## config.mk

```make
export PLATFORM = sky130hd
export DESIGN_NAME = ttfnh_div
export DESIGN_NICKNAME = d
export VERILOG_FILES = /design/src/rtl/core/two_tier_fabric_next_hop_macros.svh /design/src/rtl/core/ttfnh_pkg.sv /design/src/rtl/core/ttfnh_div.sv
export SDC_FILE = /design/constraint.sdc
export NUM_CORES = 1
export LEC_CHECK = 0
export BUFFER_PORTS_ARGS = -buffer_cell sky130_fd_sc_hd__buf_2
export CORE_ASPECT_RATIO = 0.7
export CORE_MARGIN = 3
export CORE_UTILIZATION = 54
export CTS_CLUSTER_DIAMETER = 30
export DETAILED_ROUTE_END_ITERATION = 12
export PLACE_DENSITY = 0.81
export SYNTH_ARGS = -nofsm -noshare
export SYNTH_HDL_FRONTEND = slang
export SYNTH_SLANG_ARGS = --single-unit
```

## constraint.sdc

```tcl
create_clock -name clock -period 5.51 [get_ports clock]
set_clock_uncertainty 0.05 [all_clocks]
set_input_delay 0.2755 -clock clock [delete_from_list [all_inputs] [get_ports clock]]
set_output_delay 0.2755 -clock clock [all_outputs]
set_load 0.01 [all_outputs]
```

## src/rtl/core/two_tier_fabric_next_hop_macros.svh

```systemverilog
// assertion macros shared by the next-hop selector rtl
`ifndef TWO_TIER_FABRIC_NEXT_HOP_MACROS_SVH
`define TWO_TIER_FABRIC_NEXT_HOP_MACROS_SVH

`ifndef SYNTHESIS

// property must hold at every clock edge outside reset
`define TTFNH_ASSERT_PROP(lbl, clk, rst, prop, msg) \
   lbl: assert property (@(posedge clk) disable iff (rst) (prop)) else $error(msg);

// condition must never be true outside reset
`define TTFNH_ASSERT_NEVER(lbl, clk, rst, cond, msg) \
   lbl: assert property (@(posedge clk) disable iff (rst) !(cond)) else $error(msg);

`else

`define TTFNH_ASSERT_PROP(lbl, clk, rst, prop, msg)
`define TTFNH_ASSERT_NEVER(lbl, clk, rst, cond, msg)

`endif

`endif

```

## src/rtl/core/ttfnh_pkg.sv

```systemverilog
// shared types and codes of the fabric next-hop selector
package ttfnh_pkg;

   // link kinds of a request
   localparam logic [1:0] LINK_TO_HOST   = 2'd0;
   localparam logic [1:0] LINK_FROM_HOST = 2'd1;
   localparam logic [1:0] LINK_TO_CORE   = 2'd2;
   localparam logic [1:0] LINK_FROM_CORE = 2'd3;

   // result kinds
   localparam logic [1:0] KIND_ARRIVED = 2'd0;
   localparam logic [1:0] KIND_HOSTQ   = 2'd1;
   localparam logic [1:0] KIND_PORT    = 2'd2;
   localparam logic [1:0] KIND_ERROR   = 2'd3;

   // control register indexes
   localparam logic [1:0] CSR_HOSTS_PER_RACK = 2'd0;
   localparam logic [1:0] CSR_CORE_COUNT     = 2'd1;
   localparam logic [1:0] CSR_BALANCE_MODE   = 2'd2;

   localparam int HOST_W  = 10;
   localparam int COUNT_W = 7;
   localparam int SPRAY_W = 6;
   localparam int DVD_W   = 32;
   localparam int STEP_W  = 6;

   typedef struct packed {
      logic                 start;
      logic [DVD_W-1:0]     dividend;   // left aligned, steps bits used
      logic [COUNT_W-1:0]   divisor;    // 1..64
      logic [STEP_W-1:0]    steps;
   } div_req_type;

   typedef struct packed {
      logic                 done;
      logic [DVD_W-1:0]     quotient;   // low steps bits hold the quotient
      logic [SPRAY_W-1:0]   remainder;
   } div_rsp_type;

endpackage

```

## src/rtl/core/ttfnh_div.sv

```systemverilog
// bit-serial restoring divider for small divisors
module ttfnh_div (
   input  logic                    clock,
   input  logic                    reset,
   input  ttfnh_pkg::div_req_type  req,
   output ttfnh_pkg::div_rsp_type  rsp
);

   logic                              active_ff;
   logic                              done_ff;
   logic [ttfnh_pkg::DVD_W-1:0]       shreg_ff;
   logic [ttfnh_pkg::SPRAY_W-1:0]     rem_ff;
   logic [ttfnh_pkg::COUNT_W-1:0]     divisor_ff;
   logic [ttfnh_pkg::STEP_W-1:0]      cnt_ff;
   logic [ttfnh_pkg::COUNT_W-1:0]     trial;
   logic                              fits;

   // partial remainder stays below the divisor, so one more bit fits in 7 bits
   assign trial = {rem_ff, shreg_ff[ttfnh_pkg::DVD_W-1]};
   assign fits  = (trial >= divisor_ff);

   always_ff @(posedge clock) begin
      if (reset) begin
         active_ff <= 1'b0;
         done_ff   <= 1'b0;
      end else begin
         done_ff <= 1'b0;
         if (req.start) begin
            active_ff <= 1'b1;
         end else if (active_ff && (cnt_ff == ttfnh_pkg::STEP_W'(1))) begin
            active_ff <= 1'b0;
            done_ff   <= 1'b1;
         end
      end
   end

   always_ff @(posedge clock) begin
      if (req.start) begin
         shreg_ff   <= req.dividend;
         rem_ff     <= '0;
         divisor_ff <= req.divisor;
         cnt_ff     <= req.steps;
      end else if (active_ff) begin
         shreg_ff <= {shreg_ff[ttfnh_pkg::DVD_W-2:0], fits};
         rem_ff   <= fits ? ttfnh_pkg::SPRAY_W'(trial - divisor_ff)
                          : trial[ttfnh_pkg::SPRAY_W-1:0];
         cnt_ff   <= cnt_ff - ttfnh_pkg::STEP_W'(1);
      end
   end

   assign rsp.done      = done_ff;
   assign rsp.quotient  = shreg_ff;
   assign rsp.remainder = rem_ff;

endmodule

```

== Word level (Yosys, flattened, before mapping) ==
Index checks and enable logic that the tools add are counted.

* Register bits: 53
* Bits of input ports: 48
* Output and inout port bits: 39
* Logic and storage cells: 22

* $add $sub $neg: 2
* $lt $le $gt $ge: 1
* Equal/unequal tests: 1
* Multiplexer cells: 8
* Reductions and logical operators: 4

{| class="wikitable"
|+ Operators by type and width
! kind !! count
|-
| 32-bit 2-to-1 mux || 2
|-
| 6-bit 2-to-1 mux || 3
|-
| 7-bit >= comparator || 1
|-
| 6-bit by 1-bit == test with 1-bit output, second input constant || 1
|-
| 6-bit by 1-bit subtractor with 6-bit output, second input constant || 1
|-
| 6-bit subtractor || 1
|-
| 2-bit nonzero test || 2
|-
| 1-bit 2-to-1 mux || 3
|-
| 2-bit OR reduction || 1
|-
| 1-bit logical AND || 1
|}

== Logic depth before layout (Yosys ltp) ==
Gate-level depths: netlist (run 1).

* Depth in word-level cells: 4
* Gate-level depth with buffers: 8
* Gate-level depth less buffers: 8

== Worst setup path before layout (run 1) ==
Ideal clock, no wire load.

* Path kind: flip-flop to flip-flop
* Start: register shreg_ff[31] in the netlist's numbering
* End: register shreg_ff[0] in the netlist's numbering (data pin)
* Setup time: 0.260 ns
* Arrival time: 1.611 ns
* Data required time: 5.200 ns
* Setup slack: 3.589 ns
* Cell stages (with the launch flop): 7
* Buffers on the path: 0
* Period minus slack after synthesis: 1.921 ns
* Cells stage by stage: edfxtp_1 > inv_1 > ha_1 > or2b_1 > a31oi_2 > o21bai_4 > mux2_2

* Cells in the longest elaborated chain, start to end: 3

{| class="wikitable"
|+ RTL lines
! what !! line !! RTL
|-
| start, declared || ttfnh_div.sv:11 || <nowiki>logic [ttfnh_pkg::DVD_W-1:0] shreg_ff;</nowiki>
|-
| start signal, assigned || ttfnh_div.sv:39 || <nowiki>shreg_ff <= req.dividend;</nowiki>
|-
| start signal, assigned || ttfnh_div.sv:44 || <nowiki>shreg_ff <= {shreg_ff[ttfnh_pkg::DVD_W-2:0], fits};</nowiki>
|-
| 7-bit >= comparator || ttfnh_div.sv:20 || <nowiki>assign fits = (trial >= divisor_ff);</nowiki>
|-
| 32-bit 2-to-1 mux || ttfnh_div.sv:43 || <nowiki>end else if (active_ff) begin</nowiki>
|-
| 32-bit 2-to-1 mux || ttfnh_div.sv:38 || <nowiki>if (req.start) begin</nowiki>
|}

Every way passes these cells. The select of a mux whose other input is x is not followed.
A chain may end at the register's enable or synchronous reset.

== Worst setup path after layout (run 1) ==
* Start: register shreg_ff[31] in the netlist's numbering
* End: register rem_ff[4] in the netlist's numbering

* Cells in the longest elaborated chain, start to end: 2
* Elaborated cells between the ends (all ways): 3
* Those cells by class: add/sub (1); order compare (1); mux (1)

{| class="wikitable"
|+ RTL lines
! what !! line !! RTL
|-
| 6-bit subtractor or 7-bit >= comparator (tied branches) || ttfnh_div.sv:45, ttfnh_div.sv:20 ||
|-
| 6-bit 2-to-1 mux (*) || ttfnh_div.sv:45 || <nowiki>rem_ff <= fits ? ttfnh_pkg::SPRAY_W'(trial - divisor_ff)</nowiki>
|-
| end signal, assigned || ttfnh_div.sv:45 ||
|-
| end, declared || ttfnh_div.sv:12 || <nowiki>logic [ttfnh_pkg::SPRAY_W-1:0] rem_ff;</nowiki>
|}

Mark *: on every way between the ends. The rest lies on a longest branch, timed or not.

==> results of run 1 <==
## registers in the layout, indices dropped and copies added (netlist names)
name / flops
shreg_ff: 32
divisor_ff: 7
cnt_ff: 6
rem_ff: 6
active_ff: 1
done_ff: 1
## per-stage QoR
step	worst slack [ns]	utilization, %
4_1_cts	3.566	70.17
2_1_floorplan	3.589	-
3_3_place_gp	3.374	68.29
5_1_grt	3.439	70.17
6_report	3.561	70.17
3_5_place_dp	3.322	68.29
## kinds of logic (layout without fill, tap and decap cells)
logic type,Yosys count,in the layout
AO/OA/AOI/OAI,26,26
AND/OR/NAND/NOR,40,40
flip-flops,53,53
buffers and inverters,20,107
adder cells (fa/ha/maj),11,11
XOR/XNOR,7,7
multiplexers,36,36
## synth_stat cells
cell type | number | share of area, %
or3_1 | 1 | 0.24
fa_1 | 1 | 0.78
mux2_2 | 33 | 14
nand2b_1 | 3 | 0.73
buf_4 | 1 | 0.29
or2b_1 | 1 | 0.29
or2_2 | 1 | 0.24
nand2_1 | 11 | 1.6
inv_1 | 12 | 1.8
dfxtp_1 | 8 | 6.2
ha_1 | 10 | 4.9
nor3b_1 | 2 | 0.58
a31oi_2 | 1 | 0.49
and3b_1 | 1 | 0.34
nand4_1 | 1 | 0.24
o311ai_0 | 2 | 0.68
buf_2 | 1 | 0.19
or3b_2 | 1 | 0.34
a22oi_1 | 1 | 0.29
mux2i_1 | 3 | 1.2
nor2_1 | 13 | 1.9
nor2b_1 | 1 | 0.24
xnor2_1 | 3 | 1.0
a21oi_1 | 5 | 0.97
clkbuf_1 | 6 | 0.88
a21o_1 | 1 | 0.29
o21bai_4 | 1 | 0.73
o21ai_0 | 10 | 1.9
o21a_1 | 1 | 0.29
a211oi_1 | 4 | 1.2
nor3_1 | 2 | 0.39
nand3_1 | 2 | 0.39
xor2_1 | 4 | 1.4
edfxtp_1 | 45 | 53
## worst max-delay path, stage by stage, from the launching register on
cell	delay, ns
edfxtp_1	0.35
inv_1	0.07
ha_1	0.20
fa_1	0.39
nand2b_1	0.16
a21oi_1	0.16
xor2_1	0.16
mux2i_1	0.09
a211oi_1	0.23
## power groups by stage
| stage | registers [W] | logic [W] | clock network [W] |
|---|---|---|---|
| after floorplan | 0.000531 | 0.000106 | 0 |
| after global placement | 0.000520 | 0.000182 | 0 |
| after detailed placement | 0.000521 | 0.000187 | 0 |
| after CTS | 0.000513 | 0.000188 | 0.000212 |
| after global routing | 0.000519 | 0.000207 | 0.000230 |
| final | 0.000513 | 0.000187 | 0.000209 |
## path summary, 6_finish.rpt
check	startpoint	end	slack, ns
worst max register to register	shreg_ff[31]$_DFFE_PP_	rem_ff[4]$_SDFFE_PP0P_	3.56
worst max-delay path	shreg_ff[31]$_DFFE_PP_	rem_ff[4]$_SDFFE_PP0P_	3.56
worst min-delay path	req[11]	divisor_ff[5]$_DFFE_PP_	0.1
worst min register to register	rem_ff[5]$_SDFFE_PP0P_	rem_ff[5]$_SDFFE_PP0P_	0.47
## metal layers
metal  global-route usage, %  up-vias
met2                   28.73       50
met3                   4.575        5
met4                   3.962        0
met1                   25.34      805
li1                        -      873
met5                       0        -
## cell type report
| class | instances | area [um^2] | area share (%) |
|---|---|---|---|
| Clock buffer | 7 | 76.32 | 2.442 |
| Multi-Input combinational cell | 120 | 978.4 | 31.31 |
| Inverter | 12 | 45.04 | 1.441 |
| Clock inverter | 1 | 7.507 | 0.2402 |
| Sequential cell | 53 | 1511 | 48.36 |
| Tap cell | 55 | 68.82 | 2.202 |
| Timing Repair Buffer | 87 | 437.9 | 14.01 |
==> metrics.txt, run 1 <==
status=complete, no violations; Mean Syn Cell Area=13.32 um^2; met3 WL=264 um; Net Sw Power=0.0002410 W; cell row count=20; main combinational cell family by area after synthesis=multiplexers; highest routed layer=met4; power per cell area=290.8 nW/um^2; area of the core=4454 um^2; Vias per Instance=5.173; FF-to-FF path depth=8; final total power=0.0009088 W; Initial DRT Pass Iterations=4; CP Class=reg -> reg; Max IR drop VDD=0.0001741 V; RSZ-0062 raised after global routing=no; routed wire length=5016 um; Hold Fails Final Rpt=0; H-tree levels=2; WL/cell=14.97 um; Mapped Cells=193; fin crit period=1.949 ns; CTS tree=built; Post-Syn Nets=252; CTS max path bufs=2; Die Area=5636 um^2; fin cells=335; post-synthesis mux area share=15.63%; Slew headroom=41.74%; Post-Synth XOR/XNOR Area=2.386%; largest net degree at the start of global routing=62; WL met2=2344 um; hold path cells=1; clk sinks=53; initial antenna violation count=0; Diodes inserted=0; share of power burned in the clock network=23.0%; Sw Ratio=26.52%; synth-to-layout area growth=21.62%; FF+latch count, synth=53; DRT met1 WL=2380 um; starting DRC count in detailed routing=69; Worst-Skew Late Latency=0.30 ns; GR Overflow Total=0; Max-cap violations=0; CP max FO=3; final setup violation count=0; cts bufs inserted=5; fin area=3126 um^2; root buffer cell=clkbuf_8; Layout fillers=338; I/O pins=87; Worst EP required=5.67 ns; most common cell after layout, fill and taps aside=buf_2; Internal=0.0006678 W; Critical Path End Type=register; Total GRT Usage=18.16%; Final nets=338; Initial Utilization=57.70%; clock slew at reported path FFs=0.10 ns; DP Area=3042 um^2; Antenna Violating Nets Remaining=0; Post-Synth Simple-Gate Area=7.546%; Comb power frac=20.5%; die span in y=63.72 um; Distinct cells, synth=34; crit path DAT=2.11 ns; Fin Setup TNS=0 ns; drc violations=0; Final HPWL DP=3641 um; Tcrit/Tclk final=35.38%; port bufs=86; Setup Buffers After CTS=0; sequential fraction of design power=56.5%; Mapped Area=2570 um^2; smallest hold slack=0.09890 ns; Leak Pwr=1.328 nW; most frequent cells in the layout=86 x buf_2, 45 x edfxtp_1, 33 x mux2_2; adder-cell area share of the yosys netlist=5.648%; Ys Warns=0; CTS Hold Buffers Added=0; Placed Cells=327; first-pass GRT wire length=7810 um; Synth Area in Compound Gates=6.865%; layout cells sized above 1=46.43%; total number of vias=1733; sequential share of the synthesized area=58.81%; Slew @ Worst Pin=0.8739 ns; worst min path class=in -> reg; RD Place Congestion=0.8042; CP Launch Type=register; max-slew violation count=0; vias in the first global route=1622; maximum clock rate=513.0 MHz; cts repair resizes=0; Die X=88.46 um
No activity file was read; power rests on OpenSTA's default activity.
==> run 2: changes to the inputs <==
Settings changed: ABC_AREA set to 1, CORE_UTILIZATION 54 to 46, PLACE_DENSITY 0.81 to 0.73.
Clock period 5.51 ns to 1.7 ns, I/O delays scaled along.
==> run 2 against run 1 <==
Against the previous run:
- the flow now finishes with violations (setup timing)
- sequential share of layout area decreased by 8.7 points
- first-iteration DRC count increased by 130%
- sequential cell count unchanged
- final area increased by 22%
- wire length increased by 48%
- area after synthesis increased by 3.4%
- die area increased by 20%
- non-clock buffer count increased by 47
- register-to-register slack got worse by 3.6 ns
- synthesized cell count increased by 51%
- critical endpoint unchanged
- largest cell class unchanged
==> metrics.txt, run 2 <==
status=complete, but fails checks; failing checks=setup timing; Layout fillers=412; Slew headroom=66.89%; CP Launch Type=register; Synth area leaders=edfxtp_1 51%, nand2_1 19%, dfxtp_1 6.0%; first-pass GRT wire length=11440 um; Distinct cells, synth=28; Reg area=1513 um^2; Worst EP required=1.90 ns; vias in the first global route=2444; Critical Path End Type=register; Die X=96.83 um; Mapped Area=2656 um^2; clk sinks=53; GR Overflow Total=0; Fin Setup TNS=-0.04790 ns; largest net degree at the start of global routing=28; drc violations=0; Placed Cells=450; clock slew at reported path FFs=0.10 ns; Total GRT Usage=21.09%; Cell Chain, Critical Path=inv_2 -> ha_4 -> fa_2 -> nand3b_1 -> nand3_1 -> nand2_1 -> nand3_2 -> nand3_2 -> nand2_1; Async SR Flop Fraction=0%; Post-synth EDFFs=45; Die Area=6737 um^2; Max IR drop VDD=0.0005083 V; I/O pins=87; Max-cap violations=0; Post-Syn Nets=350; area of the multi-input gates=1090 um^2; Diodes inserted=0; starting DRC count in detailed routing=158; Worst setup endpoint=rem_ff[4]$_SDFFE_PP0P_; synth-to-layout area growth=43.76%; WL/cell=14.99 um; Antenna Violating Nets Remaining=0; CTS max path bufs=2; Top Registers=shreg_ff (32), divisor_ff (7); final setup margin=-0.04790 ns; Slew @ Worst Pin=0.4949 ns; crit-path max cell delay=0.40 ns; routed wire length=7436 um; max-slew violation count=0; FF+latch count, synth=53; R2R setup slack=-0.05 ns; CP Class=reg -> reg; sequential share of the synthesized area=56.90%; RD Place Congestion=0.9214; final setup violation count=1; layout cells sized above 1=31.13%; Setup WS pre-CTS=0.005422 ns; final total power=0.003146 W; area of the core=5395 um^2; root buffer cell=clkbuf_8; CP max FO=3; Leak Pwr=1.862 nW; commonest cells in the netlist=134 x nand2_1, 45 x edfxtp_1, 30 x inv_1, 10 x ha_1, 10 x nand3_1; die span in y=69.58 um; FF-to-FF path depth=9; CTS tree=built; cell taking the most area after synthesis=edfxtp_1; slowest cell on the critical path=edfxtp_1; Final nets=482; cts bufs inserted=5; Ys Warns=0; crit path DAT=1.95 ns; worst setup path start=shreg_ff[31]$_DFFE_PP_; reg2reg start=shreg_ff[31]$_DFFE_PP_; cell row count=22; Synth top area share=50.87%; initial antenna violation count=0; most frequent cells in the layout=130 x nand2_1, 86 x buf_2, 45 x edfxtp_1; total number of vias=2496; Largest Register=shreg_ff; power per cell area=823.9 nW/um^2; most common cell after layout, fill and taps aside=nand2_1; maximum clock rate=572.1 MHz; worst min path class=in -> reg; fin crit period=1.748 ns; max reg flops=32; smallest hold slack=0.007686 ns; Worst-Skew Late Latency=0.31 ns; RR Endpoint=rem_ff[4]$_SDFFE_PP0P_; Tcrit/Tclk final=102.8%; Initial Utilization=49.23%; Vias per Instance=5.032; Hold Fails Final Rpt=0; RSZ-0062 raised after global routing=yes; H-tree levels=2; Initial DRT Pass Iterations=4; Post-synth top flop=edfxtp_1; fin cells=496; Mean Syn Cell Area=9.128 um^2; Mapped Cells=291; Final HPWL DP=4653 um; port bufs=86; most frequent cell after synthesis=nand2_1
-- run 2: changes by cell type in the layout (fill, tap and decap cells not counted), sizes merged, moves of 5 or more --
cell	change
buf	+12
dlygate4sd3	+35
inv	+19
mux2	-33
nand2	+125
nand3	+13
nand4	+7
o21ai	-5
-- run 2: routing by layer --
layer  vias to the layer above  GRT usage (%)  wire (um)
met4                         0          4.829        165
li1                       1205              -          -
met1                      1167          26.96       3135
met5                         -              0          0
met2                       106          35.24       3634
met3                        18          6.633        500
-- run 2: through the flow --
stage               util [%]  cell area (um^2)
finish                 70.78              3819
global route           70.78              3819
CTS                    68.39              3690
detailed placement     59.79              3226
global placement       59.79              3226
floorplan                  -              2656
-- run 2: repair_timing --
item                                   CTS  global route
hold buffers                            35             0
pin swaps                                0             8
setup buffers                            0             3
setup endpoints to repair                1             7
endpoints found under the hold margin   36             0
resized for setup                        1            19
-- run 2: worst max-delay path, delay by kind of cell (launching register included) --
| kind | cells | cell delay, ns |
|---|---|---|
| fa+ha+maj | 2 | 0.51 |
| buf+inv | 1 | 0.08 |
| flops | 1 | 0.40 |
| simple gates | 6 | 0.65 |
-- run 2: power breakdown --
part	internal (W)	leakage [nW]	switching, W
clock	0.000442	0.0554	0.000413
sequential	0.00156	0.524	0.0000772
combinational	0.000296	1.28	0.000358
-- run 2: worst min-delay path by stage --
| stage | cells past startpoint | to | slack, ns | start |
|---|---|---|---|---|
| 5_1_grt | 3 | shreg_ff[20]$_DFFE_PP_ | 0.01 | req[33] |
| 4_1_cts | 3 | shreg_ff[20]$_DFFE_PP_ | 0.001 | req[33] |
| 3_3_place_gp | 1 | divisor_ff[5]$_DFFE_PP_ | 0.21 | req[11] |
| 3_5_place_dp | 1 | divisor_ff[5]$_DFFE_PP_ | 0.21 | req[11] |
| 6_report | 3 | shreg_ff[20]$_DFFE_PP_ | 0.008 | req[33] |
| 2_1_floorplan | 1 | active_ff$_SDFFE_PP0P_ | 0.11 | reset |
-- run 2: cell type report --
class | count | share of cell area, %
well taps | 72 | 2.359
clock buffers | 6 | 1.900
clock inverters | 2 | 1.016
flip-flops and latches | 53 | 39.61
multi-input cells | 198 | 28.54
inverters | 31 | 3.047
repair buffers | 134 | 23.53
-- run 2: cells by family after synthesis --
family | after synthesis | share of synthesized area, %
AND/OR/NAND/NOR | 175 | 28.64
XOR/XNOR | 3 | 0.9893
buffers and inverters | 40 | 5.841
flip-flops | 53 | 56.90
AO/OA/AOI/OAI | 9 | 2.167
adder cells (fa/ha/maj) | 11 | 5.464
==> run 3: changes to the inputs <==
Clock period 1.7 ns to 1.52 ns, I/O delays scaled along.
==> run 3 against run 2 <==
Against the previous run:
- the flow finishes with violations (hold timing, setup timing)
- sequential power rose by 12%
- utilization up 1.0 points
- maximum frequency grew 7.8%
- worst setup slack lost 0.054 ns
- largest cell class unchanged
- sequential share of layout area shrank 0.45 points
- highest routed layer unchanged
==> metrics.txt, run 3 (synthesis gave the netlist of run 2 again) <==
status=complete, but fails checks; failing checks=hold timing, setup timing; Leak Pwr=1.866 nW; GR Overflow Total=0; Final nets=485; power per cell area=914.3 nW/um^2; max-slew violation count=0; Diodes inserted=0; Max-cap violations=0; synth-to-layout area growth=45.88%; Worst-Skew Late Latency=0.31 ns; RD Place Congestion=0.8488; cts bufs inserted=5; largest net degree at the start of global routing=39; die span in y=69.58 um; drc violations=0; Vias per Instance=4.862; maximum clock rate=616.5 MHz; clk sinks=53; Die X=96.83 um; Initial Utilization=49.23%; RSZ-0062 raised after global routing=yes; vias in the first global route=2429; Final HPWL DP=4604 um; Setup WS pre-CTS=-0.05397 ns; CTS tree=built; fin crit period=1.622 ns; I/O pins=87; cell row count=22; Max IR drop VDD=0.0005806 V; clock slew at reported path FFs=0.10 ns; CTS max path bufs=2; CP Class=reg -> reg; Total GRT Usage=20.17%; CP max FO=4; Antenna Violating Nets Remaining=0; port bufs=86; Largest Register=shreg_ff; Slew headroom=67.20%; starting DRC count in detailed routing=143; Hold Fails Final Rpt=4; Worst EP required=1.73 ns; final setup violation count=7; Top Registers=shreg_ff (32), divisor_ff (7); total number of vias=2426; crit path DAT=1.83 ns; H-tree levels=2; final setup margin=-0.1020 ns; DP Area=3342 um^2; WL/cell=13.90 um; worst min path class=in -> reg; layout cells sized above 1=35.36%; most common cell after layout, fill and taps aside=nand2_1; most frequent cells in the layout=131 x nand2_1, 86 x buf_2, 45 x edfxtp_1; initial antenna violation count=0; smallest hold slack=-0.003979 ns; first-pass GRT wire length=11030 um; routed wire length=6937 um; Critical Path End Type=register; Tcrit/Tclk final=106.7%; area of the core=5395 um^2; Slew @ Worst Pin=0.4902 ns; fin area=3875 um^2; root buffer cell=clkbuf_8; CP Launch Type=register; Placed Cells=458; Initial DRT Pass Iterations=4; max reg flops=32; fin cells=499; final total power=0.003543 W; Die Area=6737 um^2
==> run 3: cell types whose count changed in the layout (fill, tap and decap cells not counted), sizes merged <==
cell         before  now
buf              99  105
dlygate4sd3      35   32
clkinvlp          0    2
clkbuf            6    5
inv              31   30
==> run 3: final cells by class <==
type                       instances  area (um^2)
clock inverter                     3        41.29
fill                             416         1520
timing repair buffer             137        917.1
sequential                        53         1518
multi-input combinational        198         1120
clock buffer                       5        68.82
inverter                          31        120.1
tap                               72        90.09
==> run 3: timing repair <==
item | 4_1_cts | 5_1_grt
buffers inserted | 0 | 1
hold endpoints to repair | 33 | 0
cloned | 0 | 0
endpoints found under the setup margin | 7 | 8
resized for setup | 13 | 10
hold buffers | 32 | 0
pin swaps | 7 | 5
==> run 3: final timing paths <==
path	startpoint	end	slack [ns]	depth (start not counted)
setup reg to reg	divisor_ff[3]$_DFFE_PP_	rem_ff[1]$_SDFFE_PP0P_	-0.10	9
setup / recovery	divisor_ff[3]$_DFFE_PP_	rem_ff[1]$_SDFFE_PP0P_	-0.10	9
hold / removal	req[16]	shreg_ff[3]$_DFFE_PP_	-0.004	3
hold reg to reg	rem_ff[5]$_SDFFE_PP0P_	rem_ff[5]$_SDFFE_PP0P_	0.44	2
==> run 3: report_power, final <==
part           internal (W)  total [W]  switching [W]
logic              0.000346   0.000742       0.000396
registers           0.00174    0.00183      0.0000826
clock network      0.000486   0.000974       0.000488
==> run 3: metrics by stage <==
step	utilization, %	hold slack, ns	TNS (ns)
floorplan	-	0.1021	-0.07235
global placement	61.94	0.2032	-0.05700
detailed placement	61.94	0.2053	-0.2943
CTS	71.01	0.0001684	-0.3230
global route	71.82	0.0004636	-0.8830
finish	71.82	-0.003979	-0.3963
==> run 3: worst max-delay path, stage by stage, from the launching register on <==
cell      delay, ns
edfxtp_1       0.34
inv_1          0.06
ha_4           0.27
nand2_2        0.08
nor2_4         0.17
nand3_4        0.13
buf_4          0.16
nand4_1        0.11
nand3_1        0.12
nand2_1        0.09
==> run 3: metal layers <==
metal  vias up  track usage (%)  share of wire, %
met5         -                0                 0
li1       1213                -                 -
met2        74            34.17                49
met3        12            4.724               5.3
met1      1127            26.33                44
met4         0            4.829               1.6
